`src/rtl/core/bsi0_pkg.sv`:
```
// ----------------------------------------------------------------------------
// bsi0_pkg
// Shared types, codes and constants for the I0 power-series evaluator.
// ----------------------------------------------------------------------------
package bsi0_pkg;

	localparam int DEF_MAX_TERMS        = 32;
	localparam int DEF_INPUT_FRAC_BITS  = 16;
	localparam int DEF_OUTPUT_FRAC_BITS = 22;
	localparam int WORK_FRAC            = 32;

	localparam int X_W     = 20;
	localparam int VALUE_W = 32;
	localparam int STAT_W  = 2;
	localparam int ORDER_W = 4;
	localparam int TERMS_W = 6;
	localparam int PADDR_W = 3;
	localparam int PDATA_W = 32;
	localparam int PC_W    = 4;

	// Register indexes (paddr[2])
	localparam logic REG_FUNC_ORDER = 1'b0;
	localparam logic REG_TERM_COUNT = 1'b1;

	localparam logic [ORDER_W-1:0] RST_FUNC_ORDER = 4'd0;
	localparam logic [TERMS_W-1:0] RST_TERM_COUNT = 6'd16;

	// Result status codes
	localparam logic [STAT_W-1:0] ST_OK        = 2'd0;
	localparam logic [STAT_W-1:0] ST_BAD_ORDER = 2'd1;
	localparam logic [STAT_W-1:0] ST_SAT       = 2'd2;

	// Multiplier operand A select
	localparam logic [1:0] A_TERM_HI = 2'd0;
	localparam logic [1:0] A_TERM_LO = 2'd1;
	localparam logic [1:0] A_MAG     = 2'd2;

	// Multiplier operand B select
	localparam logic [2:0] B_Y_HI   = 3'd0;
	localparam logic [2:0] B_Y_LO   = 3'd1;
	localparam logic [2:0] B_RCP_HI = 3'd2;
	localparam logic [2:0] B_RCP_LO = 3'd3;
	localparam logic [2:0] B_MAG    = 3'd4;

	// Accumulator operation, applied in the cycle after the multiply issues
	localparam logic [2:0] OP_NONE    = 3'd0;
	localparam logic [2:0] OP_LOAD_Y  = 3'd1;
	localparam logic [2:0] OP_LOAD_HI = 3'd2;
	localparam logic [2:0] OP_ADD     = 3'd3;
	localparam logic [2:0] OP_ADD_SHR = 3'd4;

	// Jump conditions
	localparam logic [2:0] J_NEXT    = 3'd0;
	localparam logic [2:0] J_WAIT_IN = 3'd1;
	localparam logic [2:0] J_SKIP    = 3'd2;
	localparam logic [2:0] J_LOOP    = 3'd3;
	localparam logic [2:0] J_OUT     = 3'd4;

	typedef struct packed {
		logic [1:0]      a_sel;
		logic [2:0]      b_sel;
		logic [2:0]      acc_op;
		logic            term_wr;
		logic            sum_add;
		logic            r_inc;
		logic            out_wr;
		logic [2:0]      jmp;
		logic [PC_W-1:0] target;
	} ctl_word_t;

	// round(2^32 / r^2) by restoring long division; called with constants only
	function automatic logic [32:0] recip_q32(input int unsigned r);
		logic [12:0] sq;
		logic [33:0] num;
		logic [13:0] rem;
		logic [33:0] q;
		sq  = 13'(r * r);
		num = {2'b01, 32'b0} + 34'(sq >> 1);
		rem = '0;
		q   = '0;
		if (sq != 13'd0) begin
			for (int i = 33; i >= 0; i--) begin
				rem = {rem[12:0], num[i]};
				if (rem >= {1'b0, sq}) begin
					rem  = rem - {1'b0, sq};
					q[i] = 1'b1;
				end
			end
		end
		return q[32:0];
	endfunction

endpackage

```
`src/rtl/core/bessel_i0_series_eval_unit.sv`:
```
// ----------------------------------------------------------------------------
// bessel_i0_series_eval_unit
// Zeroth-order modified Bessel I0(x) of a Q4.16 sample by truncated power
// series, result in unsigned Q10.22 with saturation.
// ----------------------------------------------------------------------------
// Timing: the program runs n = min(term_count, MAX_TERMS) terms per input; an
//   unsupported order or n = 0 skips straight to the result. One item at a time:
//   a new sample is taken only after the previous result enters the output slot;
//   each term is two 64-bit products of four 32x32 partial products each.
// Reset: arst_n clears control state and sets function_order to 0 and
//   term_count to 16; no clearing pass is needed.
module bessel_i0_series_eval_unit #(
	parameter int MAX_TERMS        = bsi0_pkg::DEF_MAX_TERMS,
	parameter int INPUT_FRAC_BITS  = bsi0_pkg::DEF_INPUT_FRAC_BITS,
	parameter int OUTPUT_FRAC_BITS = bsi0_pkg::DEF_OUTPUT_FRAC_BITS
) (
	input  logic                                clk,
	input  logic                                arst_n,
	input  logic                                psel,
	input  logic                                penable,
	input  logic                                pwrite,
	input  logic [bsi0_pkg::PADDR_W-1:0]        paddr,
	input  logic [bsi0_pkg::PDATA_W-1:0]        pwdata,
	output logic [bsi0_pkg::PDATA_W-1:0]        prdata,
	output logic                                pready,
	input  logic                                in_valid,
	output logic                                in_ready,
	input  logic signed [bsi0_pkg::X_W-1:0]     sample_x,
	output logic                                out_valid,
	input  logic                                out_ready,
	output logic [bsi0_pkg::VALUE_W-1:0]        bessel_value,
	output logic [bsi0_pkg::STAT_W-1:0]         status
);
	import bsi0_pkg::*;

	localparam int RW = $clog2(MAX_TERMS + 1);

	logic [ORDER_W-1:0] function_order_q;
	logic [TERMS_W-1:0] term_count_q;
	logic               start;
	logic               can_out;
	logic               out_fire;
	logic               bad_order;
	logic [RW-1:0]      r_idx;
	ctl_word_t          ctl;
	logic [VALUE_W-1:0] res_value;
	logic [STAT_W-1:0]  res_status;
	logic               out_valid_q;
	logic [VALUE_W-1:0] bessel_value_q;
	logic [STAT_W-1:0]  status_q;

	assign pready = 1'b1;

	always_ff @(posedge clk or negedge arst_n) begin
		if (!arst_n) begin
			function_order_q <= RST_FUNC_ORDER;
			term_count_q     <= RST_TERM_COUNT;
		end else if (psel && penable && pwrite && pready) begin
			case (paddr[2])
				REG_FUNC_ORDER: function_order_q <= pwdata[ORDER_W-1:0];
				REG_TERM_COUNT: term_count_q     <= pwdata[TERMS_W-1:0];
				default:        function_order_q <= function_order_q;
			endcase
		end
	end

	always_comb begin
		case (paddr[2])
			REG_FUNC_ORDER: prdata = PDATA_W'(function_order_q);
			REG_TERM_COUNT: prdata = PDATA_W'(term_count_q);
			default:        prdata = '0;
		endcase
	end

	assign start   = in_valid && in_ready;
	assign can_out = !out_valid_q || out_ready;

	bsi0_useq #(
		.MAX_TERMS (MAX_TERMS)
	) u_useq (
		.clk            (clk),
		.arst_n         (arst_n),
		.start          (start),
		.function_order (function_order_q),
		.term_count     (term_count_q),
		.can_out        (can_out),
		.ctl            (ctl),
		.r_idx          (r_idx),
		.bad_order      (bad_order),
		.in_ready       (in_ready),
		.out_fire       (out_fire)
	);

	bsi0_dpath #(
		.MAX_TERMS        (MAX_TERMS),
		.INPUT_FRAC_BITS  (INPUT_FRAC_BITS),
		.OUTPUT_FRAC_BITS (OUTPUT_FRAC_BITS)
	) u_dpath (
		.clk        (clk),
		.arst_n     (arst_n),
		.start      (start),
		.sample_x   (sample_x),
		.ctl        (ctl),
		.r_idx      (r_idx),
		.bad_order  (bad_order),
		.res_value  (res_value),
		.res_status (res_status)
	);

	// output slot: hold until transfer, load when the program finishes
	always_ff @(posedge clk or negedge arst_n) begin
		if (!arst_n) begin
			out_valid_q <= 1'b0;
		end else if (out_fire) begin
			out_valid_q <= 1'b1;
		end else if (out_ready) begin
			out_valid_q <= 1'b0;
		end
	end

	always_ff @(posedge clk) begin
		if (out_fire) begin
			bessel_value_q <= res_value;
			status_q       <= res_status;
		end
	end

	assign out_valid    = out_valid_q;
	assign bessel_value = bessel_value_q;
	assign status       = status_q;

endmodule

```
`src/rtl/core/bsi0_useq.sv`:
```
// ----------------------------------------------------------------------------
// bsi0_useq
// Microcode sequencer: program counter, control ROM, term counter, jumps.
// ----------------------------------------------------------------------------
module bsi0_useq #(
	parameter int MAX_TERMS = bsi0_pkg::DEF_MAX_TERMS,
	localparam int RW = $clog2(MAX_TERMS + 1)
) (
	input  logic                            clk,
	input  logic                            arst_n,
	input  logic                            start,
	input  logic [bsi0_pkg::ORDER_W-1:0]    function_order,
	input  logic [bsi0_pkg::TERMS_W-1:0]    term_count,
	input  logic                            can_out,
	output bsi0_pkg::ctl_word_t             ctl,
	output logic [RW-1:0]                   r_idx,
	output logic                            bad_order,
	output logic                            in_ready,
	output logic                            out_fire
);
	import bsi0_pkg::*;

	localparam logic [PC_W-1:0] PC_IDLE   = 4'd0;
	localparam logic [PC_W-1:0] PC_SQ     = 4'd1;
	localparam logic [PC_W-1:0] PC_SQ_W   = 4'd2;
	localparam logic [PC_W-1:0] PC_M1_HH  = 4'd3;
	localparam logic [PC_W-1:0] PC_M1_HL  = 4'd4;
	localparam logic [PC_W-1:0] PC_M1_LH  = 4'd5;
	localparam logic [PC_W-1:0] PC_M1_LL  = 4'd6;
	localparam logic [PC_W-1:0] PC_M1_W   = 4'd7;
	localparam logic [PC_W-1:0] PC_M2_HH  = 4'd8;
	localparam logic [PC_W-1:0] PC_M2_HL  = 4'd9;
	localparam logic [PC_W-1:0] PC_M2_LH  = 4'd10;
	localparam logic [PC_W-1:0] PC_M2_LL  = 4'd11;
	localparam logic [PC_W-1:0] PC_M2_W   = 4'd12;
	localparam logic [PC_W-1:0] PC_ACCUM  = 4'd13;
	localparam logic [PC_W-1:0] PC_FIN    = 4'd14;

	localparam logic [RW:0] MAX_N = (RW + 1)'(MAX_TERMS);

	function automatic ctl_word_t ucode(input logic [PC_W-1:0] pc);
		ctl_word_t cw;
		cw = '0;
		case (pc)
			PC_IDLE: begin
				cw.jmp = J_WAIT_IN;
			end
			PC_SQ: begin
				cw.a_sel  = A_MAG;
				cw.b_sel  = B_MAG;
				cw.acc_op = OP_LOAD_Y;
				cw.jmp    = J_SKIP;
				cw.target = PC_FIN;
			end
			PC_SQ_W: begin
				cw.jmp = J_NEXT;
			end
			PC_M1_HH: begin
				cw.a_sel  = A_TERM_HI;
				cw.b_sel  = B_Y_HI;
				cw.acc_op = OP_LOAD_HI;
			end
			PC_M1_HL: begin
				cw.a_sel  = A_TERM_HI;
				cw.b_sel  = B_Y_LO;
				cw.acc_op = OP_ADD;
			end
			PC_M1_LH: begin
				cw.a_sel  = A_TERM_LO;
				cw.b_sel  = B_Y_HI;
				cw.acc_op = OP_ADD;
			end
			PC_M1_LL: begin
				cw.a_sel   = A_TERM_LO;
				cw.b_sel   = B_Y_LO;
				cw.acc_op  = OP_ADD_SHR;
				cw.term_wr = 1'b1;
			end
			PC_M1_W: begin
				cw.jmp = J_NEXT;
			end
			PC_M2_HH: begin
				cw.a_sel  = A_TERM_HI;
				cw.b_sel  = B_RCP_HI;
				cw.acc_op = OP_LOAD_HI;
			end
			PC_M2_HL: begin
				cw.a_sel  = A_TERM_HI;
				cw.b_sel  = B_RCP_LO;
				cw.acc_op = OP_ADD;
			end
			PC_M2_LH: begin
				cw.a_sel  = A_TERM_LO;
				cw.b_sel  = B_RCP_HI;
				cw.acc_op = OP_ADD;
			end
			PC_M2_LL: begin
				cw.a_sel   = A_TERM_LO;
				cw.b_sel   = B_RCP_LO;
				cw.acc_op  = OP_ADD_SHR;
				cw.term_wr = 1'b1;
			end
			PC_M2_W: begin
				cw.jmp = J_NEXT;
			end
			PC_ACCUM: begin
				cw.sum_add = 1'b1;
				cw.r_inc   = 1'b1;
				cw.jmp     = J_LOOP;
				cw.target  = PC_M1_HH;
			end
			PC_FIN: begin
				cw.out_wr = 1'b1;
				cw.jmp    = J_OUT;
				cw.target = PC_IDLE;
			end
			default: begin
				cw.jmp    = J_OUT;
				cw.target = PC_IDLE;
			end
		endcase
		return cw;
	endfunction

	logic [PC_W-1:0] pc_q;
	logic [PC_W-1:0] pc_d;
	logic [RW-1:0]   n_q;
	logic [RW-1:0]   r_q;
	logic            bad_q;
	logic            skip;
	logic [RW-1:0]   n_sel;

	assign ctl       = ucode(pc_q);
	assign r_idx     = r_q;
	assign bad_order = bad_q;
	assign in_ready  = (pc_q == PC_IDLE);
	assign out_fire  = ctl.out_wr && can_out;
	assign skip      = bad_q || (n_q == '0);

	// clamp the configured count to MAX_TERMS
	always_comb begin
		if ((RW + 1)'(term_count) > MAX_N) begin
			n_sel = RW'(MAX_TERMS);
		end else begin
			n_sel = RW'(term_count);
		end
	end

	always_comb begin
		case (ctl.jmp)
			J_NEXT:    pc_d = pc_q + 1'b1;
			J_WAIT_IN: pc_d = start ? pc_q + 1'b1 : pc_q;
			J_SKIP:    pc_d = skip ? ctl.target : pc_q + 1'b1;
			J_LOOP:    pc_d = (r_q != n_q) ? ctl.target : pc_q + 1'b1;
			J_OUT:     pc_d = can_out ? ctl.target : pc_q;
			default:   pc_d = PC_IDLE;
		endcase
	end

	always_ff @(posedge clk or negedge arst_n) begin
		if (!arst_n) begin
			pc_q  <= PC_IDLE;
			n_q   <= '0;
			r_q   <= '0;
			bad_q <= 1'b0;
		end else begin
			pc_q <= pc_d;
			if (start) begin
				n_q   <= n_sel;
				r_q   <= RW'(1);
				bad_q <= (function_order != '0);
			end else if (ctl.r_inc) begin
				r_q <= r_q + 1'b1;
			end
		end
	end

endmodule

```
`src/rtl/core/bsi0_dpath.sv`:
```
// ----------------------------------------------------------------------------
// bsi0_dpath
// Shared 32x32 multiplier, partial-product accumulator, term and sum
// registers, reciprocal table and output rounding.
// ----------------------------------------------------------------------------
module bsi0_dpath #(
	parameter int MAX_TERMS        = bsi0_pkg::DEF_MAX_TERMS,
	parameter int INPUT_FRAC_BITS  = bsi0_pkg::DEF_INPUT_FRAC_BITS,
	parameter int OUTPUT_FRAC_BITS = bsi0_pkg::DEF_OUTPUT_FRAC_BITS,
	localparam int RW = $clog2(MAX_TERMS + 1)
) (
	input  logic                                clk,
	input  logic                                arst_n,
	input  logic                                start,
	input  logic signed [bsi0_pkg::X_W-1:0]     sample_x,
	input  bsi0_pkg::ctl_word_t                 ctl,
	input  logic [RW-1:0]                       r_idx,
	input  logic                                bad_order,
	output logic [bsi0_pkg::VALUE_W-1:0]        res_value,
	output logic [bsi0_pkg::STAT_W-1:0]         res_status
);
	import bsi0_pkg::*;

	localparam int YSH = 2 * INPUT_FRAC_BITS + 2 - WORK_FRAC;
	localparam int RSH = WORK_FRAC - OUTPUT_FRAC_BITS;
	localparam int TAB_N = 2 ** RW;

	logic [32:0]      rcp_tab [TAB_N];
	logic [32:0]      rcp;
	logic [X_W-1:0]   mag;
	logic [X_W-1:0]   mag_q;
	logic [63:0]      y_q;
	logic [63:0]      term_q;
	logic [63:0]      sum_q;
	logic [63:0]      acc_q;
	logic             ovf_q;
	logic [31:0]      a_op;
	logic [31:0]      b_op;
	logic [63:0]      prod;
	logic [63:0]      p_s1;
	logic [2:0]       op_s1;
	logic             twr_s1;
	logic [64:0]      acc_sum;
	logic [63:0]      acc_d;
	logic             acc_ovf;
	logic [64:0]      sum_new;
	logic [63:0]      y_new;
	logic [63:0]      res;

	for (genvar g = 0; g < TAB_N; g++) begin : g_rcp
		assign rcp_tab[g] = recip_q32(g);
	end
	assign rcp = rcp_tab[r_idx];

	// magnitude of the two's complement sample; the most negative value maps to 2^19
	assign mag = sample_x[X_W-1] ? (~sample_x + 1'b1) : sample_x;

	if (YSH >= 0) begin : g_y_shr
		assign y_new = p_s1 >> YSH;
	end else begin : g_y_shl
		assign y_new = p_s1 << (-YSH);
	end

	always_comb begin
		case (ctl.a_sel)
			A_TERM_HI: a_op = term_q[63:32];
			A_TERM_LO: a_op = term_q[31:0];
			A_MAG:     a_op = 32'(mag_q);
			default:   a_op = '0;
		endcase
		case (ctl.b_sel)
			B_Y_HI:   b_op = y_q[63:32];
			B_Y_LO:   b_op = y_q[31:0];
			B_RCP_HI: b_op = 32'(rcp[32]);
			B_RCP_LO: b_op = rcp[31:0];
			B_MAG:    b_op = 32'(mag_q);
			default:  b_op = '0;
		endcase
	end

	assign prod = a_op * b_op;

	// a nonzero high half on load or overflow of any partial add means the full product left 64 bits
	always_comb begin
		acc_sum = '0;
		acc_d   = acc_q;
		acc_ovf = 1'b0;
		case (op_s1)
			OP_LOAD_HI: begin
				acc_d   = {p_s1[31:0], 32'b0};
				acc_ovf = (p_s1[63:32] != '0);
			end
			OP_ADD: begin
				acc_sum = {1'b0, acc_q} + {1'b0, p_s1};
				acc_d   = acc_sum[63:0];
				acc_ovf = acc_sum[64];
			end
			OP_ADD_SHR: begin
				acc_sum = {1'b0, acc_q} + {33'b0, p_s1[63:32]};
				acc_d   = acc_sum[63:0];
				acc_ovf = acc_sum[64];
			end
			default: begin
				acc_d = acc_q;
			end
		endcase
	end

	assign sum_new = {1'b0, sum_q} + {1'b0, term_q};

	always_ff @(posedge clk) begin
		p_s1  <= prod;
		acc_q <= acc_d;
		if (op_s1 == OP_LOAD_Y) begin
			y_q <= y_new;
		end
		if (start) begin
			mag_q  <= mag;
			term_q <= 64'(1) << WORK_FRAC;
			sum_q  <= 64'(1) << WORK_FRAC;
		end else begin
			if (twr_s1) begin
				term_q <= acc_d;
			end
			if (ctl.sum_add) begin
				sum_q <= sum_new[63:0];
			end
		end
	end

	always_ff @(posedge clk or negedge arst_n) begin
		if (!arst_n) begin
			op_s1  <= OP_NONE;
			twr_s1 <= 1'b0;
			ovf_q  <= 1'b0;
		end else begin
			op_s1  <= ctl.acc_op;
			twr_s1 <= ctl.term_wr;
			if (start) begin
				ovf_q <= 1'b0;
			end else if (acc_ovf || (ctl.sum_add && sum_new[64])) begin
				ovf_q <= 1'b1;
			end
		end
	end

	// round half up to the output fraction width
	assign res = (sum_q >> RSH) + 64'(sum_q[RSH-1]);

	always_comb begin
		if (bad_order) begin
			res_value  = '0;
			res_status = ST_BAD_ORDER;
		end else if (ovf_q || (res[63:32] != '0)) begin
			res_value  = '1;
			res_status = ST_SAT;
		end else begin
			res_value  = res[31:0];
			res_status = ST_OK;
		end
	end

endmodule

```
`config.mk`:
```
export PLATFORM = sky130hd
export DESIGN_NAME = bessel_i0_series_eval_unit
export DESIGN_NICKNAME = d
export VERILOG_FILES = /design/src/rtl/core/bsi0_pkg.sv /design/src/rtl/core/bessel_i0_series_eval_unit.sv /design/src/rtl/core/bsi0_useq.sv /design/src/rtl/core/bsi0_dpath.sv
export SDC_FILE = /design/constraint.sdc
export NUM_CORES = 2
export LEC_CHECK = 0
export ABC_AREA = 0
export BUFFER_PORTS_ARGS = -buffer_cell sky130_fd_sc_hd__clkbuf_2
export CAP_MARGIN = 20
export CORE_UTILIZATION = 30
export CTS_CLUSTER_DIAMETER = 80
export DETAILED_ROUTE_END_ITERATION = 6
export PLACE_DENSITY = 0.52
export SYNTH_ARGS = -nofsm -noshare
export SYNTH_HDL_FRONTEND = slang
export SYNTH_HIERARCHICAL = 1
export SYNTH_SLANG_ARGS = --single-unit
```
`constraint.sdc`:
```
create_clock -name clk -period 13.18 [get_ports clk]
set_input_delay 1.977 -clock clk [delete_from_list [all_inputs] [get_ports clk]]
set_output_delay 1.977 -clock clk [all_outputs]
set_load 0.005 [all_outputs]
```
Yosys cells after proc, flatten, opt, wreduce, memory -nomap -nowiden
Memories as Yosys holds them, arrays and structs flattened.
Index checks and enable logic that the tools add are counted.
- memories: 1
- input port bits: 62
- register bits: 405
- memory bits (writable): 0
- output and inout port bits: 69
- latch bits: 0
- word-level logic and storage cells: 118
- bits in read-only memories: 2112
- multipliers: 1
- shift operators: 0
- eq/ne operators: 31
- order comparisons: 2
- muxes and demuxes: 28
- div/mod/pow operators: 0
- bitwise operators: 3
- reduce and logical (&&, ||, !) cells: 26
- add/sub/neg operators: 7
- memory list (name ; depth ; bits a word ; read ports ; clocked after Yosys merged registers in ; write ports ; line ; text):
    (no name shown) ; 64 ; 33 ; 1 ; 0 ; 0 ; bsi0_dpath.sv:53 ; assign rcp = rcp_tab[r_idx];
- operators by type and width (cell ; count):
    64-bit case mux with 3 select lines ; 1
    32-bit case mux with 5 select lines ; 1
    64-bit by 64-bit adder with 65-bit output ; 2
    32-bit case mux with 3 select lines ; 1
    8-bit case mux with 9 select lines ; 1
    33-bit 2-to-1 mux ; 2
    64-bit by 32-bit adder with 65-bit output ; 1
    32-bit by 32-bit multiplier with 64-bit output ; 1
    32-bit case mux with 2 select lines ; 1
    32-bit nonzero test ; 2
    54-bit by 1-bit adder with 55-bit output ; 1
    32-bit 2-to-1 mux ; 1
    4-bit equality test, second input constant ; 7
    20-bit by 1-bit adder with 20-bit output, second input constant ; 1
    20-bit inverter ; 1
    4-bit case mux with 5 select lines ; 1
    19-bit 2-to-1 mux ; 1
    3-bit by 2-bit equality test with 1-bit output, second input constant ; 6
    6-bit 2-to-1 mux ; 3
    4-bit by 3-bit equality test with 1-bit output, second input constant ; 4
    4-bit 2-to-1 mux ; 4
    3-bit case mux with 4 select lines ; 1
    11-bit OR reduction ; 1
    3-bit by 1-bit equality test with 1-bit output, second input constant ; 3
    other kinds (28) ; 50

Longest topological paths before layout
- depth in word-level cells: 6
- gate-level depth with buffers: 40
- mapped depth without buffers: 36

By module
Netlist, hierarchy kept.
- modules (own cells, without submodules) (module ; sequential area each (µm²) ; times used ; area each (µm²) ; cells each):
    bsi0_dpath ; 7712.4 ; 1 ; 58593.7 ; 7061
    bessel_i0_series_eval_unit ; 1297.5 ; 1 ; 1755.4 ; 96
    bsi0_useq ; 425.4 ; 1 ; 1303.8 ; 151

Worst setup path before layout
No wires, ideal clock.
- kind: flip-flop to flip-flop
- start point: register u_useq.pc_q[0]
- end point: register u_dpath.p_s1[62]
- period minus slack after synthesis: 9.576 ns
- required time: 13.050 ns
- setup time: 0.130 ns
- setup slack: 3.604 ns
- data arrival time: 9.446 ns
- cell stages (with the launch flop): 38
- path buffers: 4
- cells stage by stage: dfrtp_1 -> inv_1 -> ha_1 -> a22o_1 -> a221o_1 -> clkbuf_1 -> nor2b_1 -> and2_1 -> clkbuf_1 -> o21ai_0 -> o32ai_1 -> clkbuf_1 -> nand2_1 -> fa_1 -> inv_1 -> fa_1 -> inv_1 -> fa_1 -> (+2 left out) -> fa_1 -> fa_1 -> fa_1 -> inv_1 -> fa_1 -> inv_1 -> ha_1 -> clkbuf_1 -> nand4_1 -> nor2_1 -> o2bb2ai_1 -> nor4_1 -> nor2_1 -> o31a_1 -> a21o_1 -> or4_1 -> nand2_1 -> o211ai_1
- RTL lines (what ; line ; text):
    start: declaration ; bsi0_useq.sv:125 ; logic [PC_W-1:0] pc_q;
    start signal: assignment ; bsi0_useq.sv:167 ; pc_q <= pc_d;
    end signal: assignment ; bsi0_dpath.sv:112 ; p_s1 <= prod;
    end: declaration ; bsi0_dpath.sv:40 ; logic [63:0] p_s1;

==> impl_metrics.prom <==
# TYPE chip_impl_metric gauge
chip_impl_metric{name="post-cts-setup-buffer-count",unit=""} 0
chip_impl_metric{name="report.final.slew_viol_count",unit=""} 0
chip_impl_metric{name="place.detailed.hpwl",unit="um"} 194000
chip_impl_metric{name="drt_pre_antenna_iters",unit=""} 6
chip_impl_metric{name="cp_required",unit="ps"} 13710
chip_impl_metric{name="path_max_fanout",unit=""} 15
chip_impl_metric{name="synthesis.area_per_instance",unit="um2"} 8.44
chip_impl_info{name="hold_start",value="u_dpath/sum_q[6]$_SDFFE_PP0P_"} 1
chip_impl_info{name="highest_count_cells_in_the_layout_ignoring_fill_and_taps",value="sky130_fd_sc_hd__inv_1 (1,003), sky130_fd_sc_hd__fa_1 (899), sky130_fd_sc_hd__nor2_1 (865), sky130_fd_sc_hd__nand2_1 (845), sky130_fd_sc_hd__ha_1 (445)"} 1
chip_impl_metric{name="vias",unit=""} 53300
chip_impl_metric{name="setup_total_negative_slack",unit="ps"} 0
chip_impl_metric{name="grt.overflow.total",unit=""} 0
chip_impl_metric{name="netlist_area",unit="mm2"} 0.0616
chip_impl_metric{name="gr-usage-all-layers",unit="%"} 23.3
chip_impl_metric{name="vias_in_the_first_global_route",unit=""} 53200
chip_impl_metric{name="std_cell_rows",unit=""} 165
chip_impl_metric{name="placed_cell_area",unit="mm2"} 0.0652
chip_impl_info{name="timing.hold.worst.class",value="register to register"} 1
chip_impl_metric{name="drt-met1-wl",unit="um"} 105000
chip_impl_metric{name="floorplan.die.height",unit="um"} 455
chip_impl_metric{name="grt_start_max_net_pins",unit=""} 73
chip_impl_metric{name="starting_density_of_the_core",unit="%"} 30.3
chip_impl_info{name="most_common_library_cell_in_the_layout_ignoring_fill_and_taps",value="sky130_fd_sc_hd__inv_1"} 1
chip_impl_metric{name="clock_sinks",unit=""} 405
chip_impl_info{name="worstSetupEndpointType",value="register"} 1
chip_impl_metric{name="final.period_utilization",unit="%"} 88.7
chip_impl_info{name="worst_setup_path_startpoint",value="u_useq/pc_q[2]$_DFFE_PN0P_"} 1
chip_impl_metric{name="worstRegToRegCells",unit=""} 32
chip_impl_metric{name="drt_drc_violations_left",unit=""} 0
chip_impl_info{name="crit_slowest_cell",value="sky130_fd_sc_hd__a211oi_1"} 1
chip_impl_metric{name="synthToLayoutAreaGrowth",unit="%"} 8.37
chip_impl_metric{name="detail_route.wirelength",unit="um"} 244000
chip_impl_metric{name="max-clock-path-buffers",unit=""} 3
chip_impl_info{name="rr_startpoint",value="u_useq/pc_q[2]$_DFFE_PN0P_"} 1
chip_impl_metric{name="final_design_area_no_fill",unit="mm2"} 0.0668
chip_impl_info{name="critical_path.startpoint_type",value="register"} 1
chip_impl_info{name="clock_tree.root_cell",value="sky130_fd_sc_hd__clkbuf_16"} 1
chip_impl_metric{name="die-area",unit="mm2"} 0.207
chip_impl_metric{name="cts.htree.levels",unit=""} 2
chip_impl_metric{name="final_nets",unit=""} 8581
chip_impl_metric{name="post_drt_wl_per_cell",unit="um"} 24.6
chip_impl_metric{name="numCtsBuffers",unit=""} 49
chip_impl_metric{name="antenna_found_initial",unit=""} 12
chip_impl_metric{name="grt_first_pass_wirelength",unit="um"} 357000
chip_impl_metric{name="core",unit="mm2"} 0.203
chip_impl_info{name="tritoncts",value="done"} 1
chip_impl_metric{name="route.met2.wl",unit="um"} 111000
chip_impl_metric{name="first_iter_violations",unit=""} 4993
chip_impl_info{name="outcome",value="finished, final reports clean"} 1
chip_impl_metric{name="rrSetupSlack",unit="ps"} 1490
chip_impl_metric{name="clock.fmax",unit="GHz"} 0.0855
chip_impl_metric{name="maxSlewHeadroom",unit="%"} 20.7
chip_impl_info{name="critPathCapture",value="u_dpath/p_s1[62]$_DFF_P_"} 1
chip_impl_metric{name="postSynthCellCount",unit=""} 7302
chip_impl_metric{name="io_pins",unit=""} 131
chip_impl_metric{name="antenna_violating_nets_post_route",unit=""} 0
chip_impl_metric{name="routed_via_density",unit=""} 5.39
chip_impl_info{name="rsz0062_at_grt",value="false"} 1
chip_impl_metric{name="tightestPinTransition",unit="ps"} 1190
chip_impl_metric{name="dp_worst_setup_slack",unit="ps"} 1750
chip_impl_info{name="crit-reg2reg-capture",value="u_dpath/p_s1[62]$_DFF_P_"} 1
chip_impl_metric{name="final-hold-violation-count",unit=""} 0
chip_impl_metric{name="wl_met3",unit="um"} 17400
chip_impl_metric{name="cts-hold-fix-buffers",unit=""} 0
chip_impl_metric{name="post_route_cells_drive_above_1_share",unit="%"} 6.69
chip_impl_info{name="worst-setup-path-type",value="register to register"} 1
chip_impl_metric{name="worst_clock_skew",unit="ps"} 40.0
chip_impl_metric{name="clk_pin_slew",unit="ps"} 60
chip_impl_metric{name="placement.io_buffers",unit=""} 75
chip_impl_info{name="path_common_cell",value="sky130_fd_sc_hd__fa_1"} 1
chip_impl_metric{name="clock_latency",unit="ps"} 650
chip_impl_metric{name="routabilityCongestion",unit=""} 0.995
chip_impl_metric{name="finalCriticalPeriod",unit="ps"} 11690
chip_impl_metric{name="die_x",unit="um"} 455
chip_impl_info{name="routed.top_layer",value="met5"} 1
chip_impl_metric{name="report.final.setup_viol",unit=""} 0
chip_impl_metric{name="cp_slowest_stage_delay",unit="ps"} 1030
chip_impl_metric{name="yosysWarnings",unit=""} 6
chip_impl_metric{name="post_cts_sizing_count",unit=""} 0
chip_impl_metric{name="final_critical_path_setup_slack",unit="ps"} 1490
chip_impl_metric{name="crit_arrival",unit="ps"} 12220
chip_impl_metric{name="maxCapViolCount",unit=""} 0
-- cell type report --
type | instances | area (um2)
Inverter | 1009 | 3790
Antenna cell | 3 | 7.51
Multi-Input combinational cell | 5486 | 47100
Tap cell | 2672 | 3340
Sequential cell | 405 | 9440
Fill cell | 21500 | 136000
Clock buffer | 57 | 1300
Timing Repair Buffer | 224 | 1510
Clock inverter | 35 | 292
-- routing by layer --
metal	up-vias	global-route usage, %
met5	-	0
met4	2	9.24
met3	431	3.16
met2	2102	37.3
met1	27100	31.5
li1	23700	-
-- critical path: cells and delay by family (launching register included) --
family	cells	cell delay, ps
flip-flops	1	660
adder cells (fa/ha/maj)	9	4020
AND/OR/NAND/NOR	7	1920
buffers and inverters	6	810
AO/OA/AOI/OAI	10	4140
-- state kept, by name, indices dropped and copies added, names as in the netlist --
register,cells
bessel_value,32
function_order_q,4
out_valid,1
status,2
term_count_q,6
u_dpath/acc_q,64
u_dpath/mag_q,20
u_dpath/op_s1,3
u_dpath/ovf_q,1
u_dpath/p_s1,64
u_dpath/sum_q,64
u_dpath/term_q,64
u_dpath/twr_s1,1
u_dpath/y_q,62
u_useq/bad_order,1
u_useq/n_q,6
u_useq/pc_q,4
u_useq/r_idx,6
-- worst min-delay path by stage --
stage | endpoint | slack [ps] | depth (start not counted)
finish | u_dpath/sum_q[6]$_SDFFE_PP0P_ | 500 | 2
global route | u_dpath/sum_q[8]$_SDFFE_PP0P_ | 540 | 2
CTS | u_dpath/sum_q[6]$_SDFFE_PP0P_ | 500 | 2
detailed placement | u_dpath/sum_q[6]$_SDFFE_PP0P_ | 490 | 2
global placement | u_dpath/sum_q[6]$_SDFFE_PP0P_ | 470 | 2
floorplan | u_dpath/y_q[16]$_DFFE_PN_ | 430 | 0
-- through the flow --
step                      util [%]  hold WS [ps]  instances
after floorplan                  -           426       7327
after CTS                     32.9           499       9887
final                         32.9           497       9891
after global routing          32.9           539       9888
after global placement        32.1           472       9794
after detailed placement      32.1           486       9795
Power is left out: the tool's default activity adds up to more than one toggle a clock period on the data nets, which glitch-free logic cannot reach.
